`src/hw/rtl/kpx_pkg.sv`:
```
// shared types and constants for the key position xor cipher
// used by the register file, sequencer, shared add/xor unit and top level
// no dependencies
package kpx_pkg;

  localparam int unsigned MAX_KEY_BYTES_DEF = 32;   // default key length limit
  localparam int unsigned KEY_REGS          = 4;    // 64-bit key registers
  localparam int unsigned KEY_BYTES_STORED  = 8 * KEY_REGS;
  localparam int unsigned KEY_SEL_W         = $clog2(KEY_BYTES_STORED);
  localparam int unsigned KEY_LEN_W         = 6;
  localparam int unsigned DATA_W            = 8;
  localparam int unsigned APB_DATA_W        = 64;
  localparam int unsigned APB_ADDR_W        = 6;
  localparam int unsigned REG_IDX_W         = 3;

  // register index, byte address is 8 * index
  typedef enum logic [REG_IDX_W-1:0] {
    REG_KEY_0_7   = 3'd0,
    REG_KEY_8_15  = 3'd1,
    REG_KEY_16_23 = 3'd2,
    REG_KEY_24_31 = 3'd3,
    REG_KEY_LEN   = 3'd4
  } reg_idx_e;

  // sequencer commands to the shared unit
  typedef struct packed {
    logic load;  // clear accumulator and position offset
    logic step;  // fold in one key byte
  } kpx_ctrl_t;

endpackage

```
`src/hw/rtl/kpx_regs.sv`:
```
// apb configuration registers: four 64-bit key words and the key length
// depends on kpx_pkg
module kpx_regs (
  input  logic                                        clk_i,
  input  logic                                        rst_ni,
  input  logic                                        psel,
  input  logic                                        penable,
  input  logic                                        pwrite,
  input  logic [kpx_pkg::APB_ADDR_W-1:0]              paddr,
  input  logic [kpx_pkg::APB_DATA_W-1:0]              pwdata,
  output logic [kpx_pkg::APB_DATA_W-1:0]              prdata,
  output logic                                        pready,
  output logic [kpx_pkg::KEY_BYTES_STORED-1:0][7:0]   key_bytes_o,
  output logic [kpx_pkg::KEY_LEN_W-1:0]               key_length_o
);
  import kpx_pkg::*;

  logic [KEY_REGS-1:0][APB_DATA_W-1:0] key_q;
  logic [KEY_LEN_W-1:0]                key_len_q;
  reg_idx_e                            reg_idx;
  logic                                wr_en;

  assign reg_idx = reg_idx_e'(paddr[APB_ADDR_W-1:APB_ADDR_W-REG_IDX_W]);
  assign wr_en   = psel & penable & pwrite;
  assign pready  = 1'b1;

  always_ff @(posedge clk_i or negedge rst_ni) begin
    if (!rst_ni) begin
      key_q     <= '0;
      key_len_q <= '0;
    end else if (wr_en) begin
      case (reg_idx)
        REG_KEY_0_7:   key_q[0]  <= pwdata;
        REG_KEY_8_15:  key_q[1]  <= pwdata;
        REG_KEY_16_23: key_q[2]  <= pwdata;
        REG_KEY_24_31: key_q[3]  <= pwdata;
        REG_KEY_LEN:   key_len_q <= pwdata[KEY_LEN_W-1:0];
        default: ;  // unmapped, write dropped
      endcase
    end
  end

  always_comb begin
    case (reg_idx)
      REG_KEY_0_7:   prdata = key_q[0];
      REG_KEY_8_15:  prdata = key_q[1];
      REG_KEY_16_23: prdata = key_q[2];
      REG_KEY_24_31: prdata = key_q[3];
      REG_KEY_LEN:   prdata = APB_DATA_W'(key_len_q);
      default:       prdata = '0;
    endcase
  end

  // byte 0 of the key sits in the low bits of the first word
  assign key_bytes_o  = key_q;
  assign key_length_o = key_len_q;

endmodule

```
`src/hw/rtl/kpx_unit.sv`:
```
// shared add/xor unit: folds one key byte per step into the keystream byte
// depends on kpx_pkg
module kpx_unit #(
  parameter int unsigned MaxKeyBytes = kpx_pkg::MAX_KEY_BYTES_DEF
) (
  input  logic                                      clk_i,
  input  kpx_pkg::kpx_ctrl_t                        ctrl_i,
  input  logic [kpx_pkg::DATA_W-1:0]                pos_i,
  input  logic [$clog2(MaxKeyBytes+1)-1:0]          idx_i,
  input  logic [kpx_pkg::KEY_BYTES_STORED-1:0][7:0] key_bytes_i,
  output logic [kpx_pkg::DATA_W-1:0]                acc_o
);
  import kpx_pkg::*;

  localparam int unsigned CntW = $clog2(MaxKeyBytes + 1);
  localparam int unsigned ExtW = CntW + KEY_SEL_W + 1;

  logic [DATA_W-1:0] acc_q, acc_d;
  logic [DATA_W-1:0] off_q, off_d;   // pos * idx mod 256, built by repeated add
  logic [ExtW-1:0]   idx_ext;
  logic [DATA_W-1:0] key_byte;
  logic [DATA_W-1:0] term;

  assign idx_ext = {{(KEY_SEL_W + 1){1'b0}}, idx_i};

  // key bytes past the stored registers read as zero
  assign key_byte = (idx_ext < ExtW'(KEY_BYTES_STORED)) ?
                    key_bytes_i[idx_ext[KEY_SEL_W-1:0]] : '0;

  assign term = key_byte + off_q;

  always_comb begin
    acc_d = acc_q;
    off_d = off_q;
    if (ctrl_i.load) begin
      acc_d = '0;
      off_d = '0;
    end else if (ctrl_i.step) begin
      acc_d = acc_q ^ term;
      off_d = off_q + pos_i;
    end
  end

  always_ff @(posedge clk_i) begin
    acc_q <= acc_d;
    off_q <= off_d;
  end

  assign acc_o = acc_q;

endmodule

```
`src/hw/rtl/kpx_seq.sv`:
```
// sequencer: input beat capture, key index counter, byte position, output register
// depends on kpx_pkg
module kpx_seq #(
  parameter int unsigned MaxKeyBytes = kpx_pkg::MAX_KEY_BYTES_DEF
) (
  input  logic                                 clk_i,
  input  logic                                 rst_ni,
  input  logic                                 in_valid_i,
  output logic                                 in_stall_o,
  input  logic [kpx_pkg::DATA_W-1:0]           data_in_i,
  input  logic                                 message_start_i,
  output logic                                 out_valid_o,
  input  logic                                 out_stall_i,
  output logic [kpx_pkg::DATA_W-1:0]           data_out_o,
  input  logic [kpx_pkg::KEY_LEN_W-1:0]        key_length_i,
  output kpx_pkg::kpx_ctrl_t                   ctrl_o,
  output logic [kpx_pkg::DATA_W-1:0]           pos_o,
  output logic [$clog2(MaxKeyBytes+1)-1:0]     idx_o,
  input  logic [kpx_pkg::DATA_W-1:0]           acc_i
);
  import kpx_pkg::*;

  localparam int unsigned CntW = $clog2(MaxKeyBytes + 1);

  typedef enum logic {
    S_IDLE,
    S_RUN
  } state_e;

  state_e            state_q;
  logic [CntW-1:0]   idx_q;
  logic [CntW-1:0]   len_q;
  logic [CntW-1:0]   len_eff;
  logic [DATA_W-1:0] pos_q;       // position of the next byte
  logic [DATA_W-1:0] pos_work_q;  // position of the byte in flight
  logic [DATA_W-1:0] pos_use;
  logic [DATA_W-1:0] data_q;
  logic [DATA_W-1:0] out_data_q;
  logic              out_valid_q;
  logic              in_take;
  logic              last_done;
  logic              out_free;

  // key length saturates at the limit
  assign len_eff = (32'(key_length_i) > 32'(MaxKeyBytes)) ?
                   CntW'(MaxKeyBytes) : CntW'(key_length_i);

  assign pos_use   = message_start_i ? '0 : pos_q;
  assign in_take   = (state_q == S_IDLE) && in_valid_i;
  assign out_free  = !out_valid_q || !out_stall_i;
  assign last_done = (state_q == S_RUN) && (idx_q == len_q);

  assign in_stall_o  = (state_q != S_IDLE);
  assign ctrl_o.load = in_take;
  assign ctrl_o.step = (state_q == S_RUN) && (idx_q != len_q);
  assign pos_o       = pos_work_q;
  assign idx_o       = idx_q;
  assign out_valid_o = out_valid_q;
  assign data_out_o  = out_data_q;

  always_ff @(posedge clk_i or negedge rst_ni) begin
    if (!rst_ni) begin
      state_q     <= S_IDLE;
      idx_q       <= '0;
      len_q       <= '0;
      pos_q       <= '0;
      out_valid_q <= 1'b0;
    end else begin
      // result beat waits in the output register until taken
      out_valid_q <= (out_valid_q && out_stall_i) || (last_done && out_free);
      case (state_q)
        S_IDLE: begin
          if (in_valid_i) begin
            idx_q   <= '0;
            len_q   <= len_eff;
            pos_q   <= pos_use + 8'd1;
            state_q <= S_RUN;
          end
        end
        S_RUN: begin
          if (idx_q != len_q) begin
            idx_q <= idx_q + CntW'(1);
          end else if (out_free) begin
            state_q <= S_IDLE;
          end
        end
        default: state_q <= S_IDLE;
      endcase
    end
  end

  always_ff @(posedge clk_i) begin
    if (in_take) begin
      data_q     <= data_in_i;
      pos_work_q <= pos_use;
    end
    if (last_done && out_free) begin
      out_data_q <= data_q ^ acc_i;
    end
  end

endmodule

```
`src/hw/rtl/key_position_xor_cipher_unit.sv`:
```
// top level of the key position xor cipher
// depends on kpx_pkg, kpx_regs, kpx_unit, kpx_seq
//
// Each data byte is XORed with a keystream byte: the XOR over key bytes
// j = 0 .. L-1 of (key[j] + position * j) mod 256, where L is key_length
// limited to MAX_KEY_BYTES and position counts bytes modulo 256, cleared by
// message_start on the first byte of a message. For each byte the input beat
// is taken, each key byte is folded in through the single shared add/xor
// unit, and the output register is loaded once free. The input stalls while a
// byte is being worked on; the output register lets the next byte start while
// a finished result beat still waits. L = 0 passes data through unchanged and
// still advances the position. Key registers sit at byte addresses 0, 8, 16,
// 24 and the key length at 32 on the 64-bit apb port.
module key_position_xor_cipher_unit #(
  parameter int unsigned MAX_KEY_BYTES = kpx_pkg::MAX_KEY_BYTES_DEF
) (
  input  logic                              clk_i,
  input  logic                              rst_ni,
  input  logic                              psel,
  input  logic                              penable,
  input  logic                              pwrite,
  input  logic [kpx_pkg::APB_ADDR_W-1:0]    paddr,
  input  logic [kpx_pkg::APB_DATA_W-1:0]    pwdata,
  output logic [kpx_pkg::APB_DATA_W-1:0]    prdata,
  output logic                              pready,
  input  logic                              in_valid_i,
  output logic                              in_stall_o,
  input  logic [kpx_pkg::DATA_W-1:0]        data_in_i,
  input  logic                              message_start_i,
  output logic                              out_valid_o,
  input  logic                              out_stall_i,
  output logic [kpx_pkg::DATA_W-1:0]        data_out_o
);
  import kpx_pkg::*;

  localparam int unsigned CntW = $clog2(MAX_KEY_BYTES + 1);

  logic [KEY_BYTES_STORED-1:0][7:0] key_bytes;
  logic [KEY_LEN_W-1:0]             key_length;
  kpx_ctrl_t                        ctrl;
  logic [DATA_W-1:0]                pos;
  logic [CntW-1:0]                  idx;
  logic [DATA_W-1:0]                acc;

  kpx_regs u_regs (
    .clk_i        (clk_i),
    .rst_ni       (rst_ni),
    .psel         (psel),
    .penable      (penable),
    .pwrite       (pwrite),
    .paddr        (paddr),
    .pwdata       (pwdata),
    .prdata       (prdata),
    .pready       (pready),
    .key_bytes_o  (key_bytes),
    .key_length_o (key_length)
  );

  kpx_unit #(
    .MaxKeyBytes (MAX_KEY_BYTES)
  ) u_unit (
    .clk_i       (clk_i),
    .ctrl_i      (ctrl),
    .pos_i       (pos),
    .idx_i       (idx),
    .key_bytes_i (key_bytes),
    .acc_o       (acc)
  );

  kpx_seq #(
    .MaxKeyBytes (MAX_KEY_BYTES)
  ) u_seq (
    .clk_i           (clk_i),
    .rst_ni          (rst_ni),
    .in_valid_i      (in_valid_i),
    .in_stall_o      (in_stall_o),
    .data_in_i       (data_in_i),
    .message_start_i (message_start_i),
    .out_valid_o     (out_valid_o),
    .out_stall_i     (out_stall_i),
    .data_out_o      (data_out_o),
    .key_length_i    (key_length),
    .ctrl_o          (ctrl),
    .pos_o           (pos),
    .idx_o           (idx),
    .acc_i           (acc)
  );

endmodule
```
`config.mk`:
```
export PLATFORM = sky130hd
export DESIGN_NAME = key_position_xor_cipher_unit
export DESIGN_NICKNAME = d
export VERILOG_FILES = /design/src/hw/rtl/kpx_pkg.sv /design/src/hw/rtl/kpx_regs.sv /design/src/hw/rtl/kpx_unit.sv /design/src/hw/rtl/kpx_seq.sv /design/src/hw/rtl/key_position_xor_cipher_unit.sv
export SDC_FILE = /design/constraint.sdc
export NUM_CORES = 1
export LEC_CHECK = 0
export BUFFER_PORTS_ARGS = -buffer_cell sky130_fd_sc_hd__buf_2
export CAP_MARGIN = 20
export CORE_MARGIN = 8
export CORE_UTILIZATION = 50
export CTS_BUF_LIST = sky130_fd_sc_hd__clkbuf_8
export DETAILED_ROUTE_END_ITERATION = 10
export MAX_ROUTING_LAYER = met4
export PLACE_DENSITY = 0.69
export SLEW_MARGIN = 10
export SYNTH_ARGS = -nofsm -noshare
export SYNTH_HDL_FRONTEND = slang
export SYNTH_SLANG_ARGS = --single-unit
```
`constraint.sdc`:
```
create_clock -name clk_i -period 5.8 [get_ports clk_i]
set_input_delay 1.16 -clock clk_i [delete_from_list [all_inputs] [get_ports clk_i]]
set_output_delay 1.16 -clock clk_i [all_outputs]
set_load 0.03 [all_outputs]
```
==> results of run 1 <==
==> cells by family after synthesis <==
group / after synthesis
buf+inv: 100
compound gates: 193
simple gates: 127
flops: 324
other cells: 1
mux: 358
xor+xnor: 26
fa+ha+maj: 18
==> registers in the layout (all words and copies together), names as in the netlist, 6 cells and up <==
| name | count |
|---|---|
| u_seq.pos_q | 8 |
| u_seq.data_out_o | 8 |
| u_unit.acc_o | 8 |
| u_regs.key_bytes_o | 256 |
| u_seq.data_q | 8 |
| u_unit.off_q | 8 |
| u_regs.key_length_o | 6 |
| u_seq.idx_o | 6 |
| u_seq.pos_o | 8 |
| u_seq.len_q | 6 |
==> area by class of cell <==
| class | count | share of cell area [%] |
|---|---|---|
| well taps | 442 | 2.97 |
| clock buffers | 75 | 5.55 |
| clock inverters | 22 | 0.558 |
| flip-flops and latches | 324 | 43.8 |
| multi-input cells | 723 | 41.3 |
| repair buffers | 178 | 5.47 |
| inverters | 12 | 0.242 |
| diodes | 10 | 0.134 |
==> metal layers <==
layer	vias up	part of all wire [%]	GRT usage (%)
li1	4768	-	-
met1	5597	42	27.5
met2	318	48	35.2
met3	76	6.6	5.22
met4	0	3.0	8.80
met5	-	0	-
==> layout by cell type, fill, tap and decap left out, drive strengths merged, types with 10 or more instances in the layout <==
| cell | n |
|---|---|
| a21oi | 13 |
| buf | 178 |
| nor2b | 14 |
| inv | 27 |
| a22o | 60 |
| diode | 10 |
| a22oi | 14 |
| ha | 16 |
| dfxtp | 16 |
| a221o | 57 |
| nand2 | 45 |
| mux4 | 79 |
| nor2 | 26 |
| dfrtp | 284 |
| edfxtp | 24 |
| xor2 | 18 |
| mux2 | 268 |
| clkbuf | 75 |
| o21ai | 26 |
| mux2i | 11 |
==> critical path, delay by kind of cell <==
| kind | cells | cell delay (ns) |
|---|---|---|
| AO/OA/AOI/OAI | 1 | 0.28 |
| AND/OR/NAND/NOR | 2 | 1.10 |
| buffers and inverters | 3 | 0.83 |
==> power by group through the flow <==
stage                     Combinational [mW]  Clock (mW)  Sequential, mW
after floorplan                         2.31           0            3.17
after global placement                  2.79           0            3.39
after detailed placement                2.85           0            3.41
after CTS                               2.86        2.11            3.38
after global routing                    3.08        2.22            3.46
final                                   2.84        2.06            3.38
==> per-stage QoR <==
step	hold WS (ns)	area, sq um	setup slack (ns)	power (mW)
global route	0.493	18600	1.03	8.76
detailed placement	0.472	17400	1.28	6.26
floorplan	0.441	16300	1.90	5.48
CTS	0.482	18600	1.28	8.34
finish	0.480	18600	1.24	8.28
global placement	0.457	17400	1.29	6.18
==> worst min-delay path by stage <==
stage | slack [ns] | from | endpoint | cells after the start
final | 0.48 | u_unit.acc_o[7]$_SDFFE_PP0P_ | u_unit.acc_o[7]$_SDFFE_PP0P_ | 1
after floorplan | 0.44 | u_unit.off_q[7]$_SDFFE_PP0P_ | u_unit.off_q[7]$_SDFFE_PP0P_ | 1
after CTS | 0.48 | u_unit.acc_o[7]$_SDFFE_PP0P_ | u_unit.acc_o[7]$_SDFFE_PP0P_ | 1
after global routing | 0.49 | u_unit.acc_o[7]$_SDFFE_PP0P_ | u_unit.acc_o[7]$_SDFFE_PP0P_ | 1
after global placement | 0.46 | u_unit.acc_o[7]$_SDFFE_PP0P_ | u_unit.acc_o[7]$_SDFFE_PP0P_ | 1
after detailed placement | 0.47 | u_unit.acc_o[7]$_SDFFE_PP0P_ | u_unit.acc_o[7]$_SDFFE_PP0P_ | 1
==> impl_metrics.env, run 1 <==
export IMPL_required_ns=4.64
export IMPL_stdcell_count=1786
export IMPL_fmax_mhz=219
export IMPL_arrival_ns=3.40
export IMPL_dieArea_sq_mm=0.0387
export IMPL_drtIter0Drc=655
export IMPL_power_frac_comb_pct=34.3
export IMPL_cts_hold_buf=0
export IMPL_antenna_found_initial=10
export IMPL_synth_area_leaders="dfrtp_1 (44%), mux2_2 (18%), mux4_2 (8.1%)"
export IMPL_worstReg2RegEnd="u_unit.acc_o[6]$_SDFFE_PP0P_"
export IMPL_rows=66
export IMPL_syn_area_per_cell_sq_um=14.2
export IMPL_io_pins=161
export IMPL_regArea_sq_mm=0.00816
export IMPL_cts_buffer_depth=3
export IMPL_gp_congestion=0.833
export IMPL_htree_levels=2
export IMPL_path_clk_slew_ns=0.06
export IMPL_cp_end_kind="output port"
export IMPL_synth_largest_area_cell="dfrtp_1"
export IMPL_netlist_instances=1147
export IMPL_synth_common_cells="dfrtp_1 (284), mux2_2 (268), a22o_1 (60)"
export IMPL_tns_ns=0
export IMPL_crit_end="prdata[17]"
export IMPL_ys_flop_type="dfrtp_1"
export IMPL_synth_xor_area_share_pct=1.48
export IMPL_p_sw_share_pct=34.2
export IMPL_die_w_microns=197
export IMPL_grt_ovfl_total=0
export IMPL_clk_latency_ns=0.59
export IMPL_synth_compound_area_share_pct=9.61
export IMPL_synth_most_common_cell="dfrtp_1"
export IMPL_path_cells="buf_2 > nor2b_1 > and2_2 > buf_12 > a221o_1 > buf_2"
export IMPL_startpoint="paddr[3]"
export IMPL_die_h_microns=197
export IMPL_ctsResizeCount=0
export IMPL_critical_path_class="input port to output port"
export IMPL_hold_viol=0
export IMPL_initial_core_util_pct=50.4
export IMPL_via_per_inst=6.02
export IMPL_coreArea_sq_mm=0.0324
export IMPL_wl_per_cell_microns=23.4
export IMPL_tightest_slew_ns=1.04
export IMPL_synth_top_cell_area_share_pct=43.6
export IMPL_synthMuxAreaShare_pct=30.5
export IMPL_place_hpwl_mm=28.3
export IMPL_drv_slew=0
export IMPL_r2r_start="u_seq.idx_o[0]$_DFFE_PN0P_"
export IMPL_p_leak_nw=8.37
export IMPL_finalCritPeriodShare_pct=78.6
export IMPL_p_sw_mw=2.83
export IMPL_timing_reg2reg_setup_slack_ns=1.32
export IMPL_utilization_pct=57.5
export IMPL_p_seq_share_pct=40.8
export IMPL_place_port_buffers=156
export IMPL_routed_wl_mm=41.8
export IMPL_critPathLaunchType="input port"
export IMPL_ys_ff_latch=324
export IMPL_skew_ns=0.0159
export IMPL_reg2reg_depth=15
export IMPL_nNetsFinal=1398
export IMPL_synth_distinct_cells=52
export IMPL_drtPass1Iterations=5
export IMPL_synthAdderAreaFrac_pct=1.47
export IMPL_multi_input_area_sq_mm=0.00768
export IMPL_synth_seq_area_share_pct=49.9
export IMPL_grt_max_degree=117
export IMPL_syn_cell_area_sq_mm=0.0163
export IMPL_synth_edff_count=24
export IMPL_postCtsSetupBuffers=0
export IMPL_grt_pass1_vias=11400
export IMPL_hp_class="flip-flop to flip-flop"
export IMPL_root_buffer="clkbuf_8"
export IMPL_path_common_cell="buf_2"
export IMPL_worstPathMaxFanout=42
export IMPL_drive_gt1_share_pct=45.1
export IMPL_syn_nets=1251
export IMPL_critPathMaxStageDelay_ns=0.59
export IMPL_yosys_area_share_simple_pct=3.77
export IMPL_cap_violations=0
export IMPL_vias=10800
export IMPL_grt_setup_unrepaired="false"
export IMPL_cts_sinks=324
export IMPL_max_slew_margin_rel_pct=30.6
export IMPL_synth_warnings=0
export IMPL_power_density_mw_per_mm2=445
export IMPL_gr_usage_all_layers_pct=22.2
export IMPL_drc=0
export IMPL_synthArstFlopShare_pct=87.7
export IMPL_power_share_clock_pct=24.9
export IMPL_grt_first_pass_wirelength_mm=65.7
export IMPL_intPower_mw=5.45
export IMPL_setup_viol=0
export IMPL_slowest_stage="and2_2"
export IMPL_synth_top_family_by_area="multiplexers"
export IMPL_fill_cells=2674
export IMPL_cts_tree="done"
export IMPL_ant_nets=0
export IMPL_vdd_drop_max_uv=254
export IMPL_numCtsBuffers=55
export IMPL_syn_to_final_growth_pct=14.1
export IMPL_period_needed_ns=4.56
export IMPL_place_inst=1679
export IMPL_status="finished clean"
No activity file was read; power rests on OpenSTA's default activity.
==> inputs of run 2 (changes only) <==
clock period = 4.6 ns   (was 5.8 ns; I/O delays follow)
==> run 2 against run 1 <==
Net effect: sequential power increased by 24%; combinational power increased by 31%; clock power increased by 35%; worst hold slack got worse by 0.081 ns; first-iteration DRC count decreased by 0.46%; utilization increased by 0.61 points; via count increased by 1.1%; non-clock buffer count increased by 10; total power increased by 29%; worst setup slack got worse by 0.90 ns; die area unchanged; sequential cell count unchanged; critical path type is now flip-flop to flip-flop; critical endpoint is now u_unit.acc_o[7]$_SDFFE_PP0P_.
==> impl_metrics.env, run 2 (synthesis gave the netlist of run 1 again) <==
export IMPL_tightest_slew_ns=1.06
export IMPL_met1_usage_pct=28.2
export IMPL_power_share_clock_pct=26.0
export IMPL_max_slew_margin_rel_pct=29.1
export IMPL_die_h_microns=197
export IMPL_most_common_layout_cells="dfrtp_1 (282), mux2_2 (268), buf_2 (155)"
export IMPL_drive_gt1_share_pct=45.4
export IMPL_place_port_buffers=156
export IMPL_path_clk_slew_ns=0.06
export IMPL_routed_wl_mm=42.7
export IMPL_nNetsFinal=1408
export IMPL_critPathLaunchType="flip-flop"
export IMPL_required_ns=5.13
export IMPL_finalCritPeriodShare_pct=92.6
export IMPL_arrival_ns=4.79
export IMPL_tns_ns=0
export IMPL_ctsResizeCount=0
export IMPL_grt_setup_unrepaired="false"
export IMPL_dieArea_sq_mm=0.0387
export IMPL_die_w_microns=197
export IMPL_place_hpwl_mm=28.7
export IMPL_rows=66
export IMPL_via_per_inst=6.05
export IMPL_gp_congestion=0.855
export IMPL_numCtsBuffers=55
export IMPL_grt_max_degree=125
export IMPL_grt_pass1_vias=11600
export IMPL_place_ws_ns=0.401
export IMPL_coreArea_sq_mm=0.0324
export IMPL_power_mw=10.7
export IMPL_cts_hold_buf=0
export IMPL_intPower_mw=7.07
export IMPL_p_leak_nw=8.49
export IMPL_fill_cells=2647
export IMPL_root_buffer="clkbuf_8"
export IMPL_cap_violations=0
export IMPL_vias=10900
export IMPL_p_sw_mw=3.60
export IMPL_hp_class="input port to asynchronous set/reset pin"
export IMPL_p_sw_share_pct=33.7
export IMPL_postCtsSetupBuffers=0
export IMPL_htree_levels=2
export IMPL_wl_per_cell_microns=23.8
export IMPL_busiest_layer="met2"
export IMPL_cp_end_kind="flip-flop"
export IMPL_fmax_mhz=235
export IMPL_worstPathMaxFanout=24
export IMPL_drtPass1Iterations=6
export IMPL_hold_viol=0
export IMPL_drc=0
export IMPL_syn_to_final_growth_pct=15.3
export IMPL_antenna_found_initial=9
export IMPL_cts_buffer_depth=3
export IMPL_grt_ovfl_total=0
export IMPL_status="finished clean"
export IMPL_setup_viol=0
export IMPL_initial_core_util_pct=50.4
export IMPL_ant_nets=0
export IMPL_period_needed_ns=4.26
export IMPL_use_met2_pct=36.2
export IMPL_skew_ns=0.0233
export IMPL_final_common_cell="dfrtp_1"
export IMPL_io_pins=161
export IMPL_power_frac_comb_pct=34.7
export IMPL_gr_usage_all_layers_pct=22.8
export IMPL_cts_tree="done"
export IMPL_drtIter0Drc=652
export IMPL_use_met3_pct=4.32
export IMPL_setup_slack_ns=0.339
export IMPL_power_density_mw_per_mm2=568
export IMPL_largest_register_ffs=256
export IMPL_cts_sinks=324
export IMPL_p_seq_share_pct=39.3
export IMPL_grt_first_pass_wirelength_mm=67.3
export IMPL_vdd_drop_max_uv=315
export IMPL_drv_slew=0
export IMPL_clk_latency_ns=0.60
export IMPL_critical_path_class="flip-flop to flip-flop"
==> run 2: cell count changes in the layout (fill, tap and decap cells not counted), moves of 2 or more <==
cell / change
buf_4: +6
buf_12: +4
bufinv_16: +2
clkbuf_8: +3
inv_1: +4
inv_6: -2
clkinv_2: -3
==> run 2: metrics by stage <==
step / utilization, % / instance area (sq um) / hold WS [ns] / cells
finish: 58.1 / 18800 / 0.399 / 1798
global route: 58.1 / 18800 / 0.471 / 1798
CTS: 58.0 / 18800 / 0.460 / 1789
detailed placement: 54.3 / 17600 / 0.480 / 1689
global placement: 54.3 / 17600 / 0.462 / 1689
floorplan: - / 16300 / 0.441 / 1147
==> run 2: worst paths after layout <==
path	slack [ns]	cells past startpoint	from	to
max in group asynchronous	3.20	2	rst_ni	u_regs.key_bytes_o[228]$_DFFE_PN0P_
worst min register to register	0.49	2	u_seq.len_q[1]$_DFFE_PN0P_	u_seq.len_q[1]$_DFFE_PN0P_
worst max register to register	0.34	12	u_seq.idx_o[0]$_DFFE_PN0P_	u_unit.acc_o[7]$_SDFFE_PP0P_
worst min-delay path	0.40	1	rst_ni	u_regs.key_bytes_o[84]$_DFFE_PN0P_
min in group clk_i	0.49	2	u_seq.len_q[1]$_DFFE_PN0P_	u_seq.len_q[1]$_DFFE_PN0P_
worst max-delay path	0.34	12	u_seq.idx_o[0]$_DFFE_PN0P_	u_unit.acc_o[7]$_SDFFE_PP0P_
==> run 2: per-layer routing <==
layer	part of all wire [%]	vias up	wire (microns)
met5	0	-	0
met4	4.0	0	1700
met3	5.6	88	2380
met2	48	322	20500
met1	42	5674	18100
li1	-	4798	-
==> run 2: power groups by stage <==
stage	sequential (mW)	combinational [mW]	clock (mW)
4_1_cts	4.19	3.72	2.83
3_3_place_gp	4.21	3.63	0
6_report	4.19	3.71	2.78
3_5_place_dp	4.24	3.70	0
2_1_floorplan	4.00	2.91	0
5_1_grt	4.29	4.01	2.96
==> run 2: cell type report <==
| class | instances | area, sq um | share of cell area, % |
|---|---|---|---|
| clock inverters | 22 | 139 | 0.738 |
| repair buffers | 188 | 1140 | 6.08 |
| multi-input cells | 723 | 7680 | 40.8 |
| well taps | 442 | 553 | 2.94 |
| flip-flops and latches | 324 | 8160 | 43.4 |
| inverters | 12 | 45.0 | 0.239 |
| diodes | 9 | 22.5 | 0.120 |
| clock buffers | 78 | 1070 | 5.71 |
==> run 2: critical path: stages, from the launching register on <==
cell	delay [ns]
dfrtp_4	0.63
buf_12	0.26
mux4_1	0.63
mux4_2	0.50
mux2i_1	0.40
nor2_1	0.13
ha_1	0.34
nand2_1	0.07
o21ai_0	0.11
o41ai_1	0.43
xnor3_1	0.39
nand2_1	0.09
mux2i_1	0.18
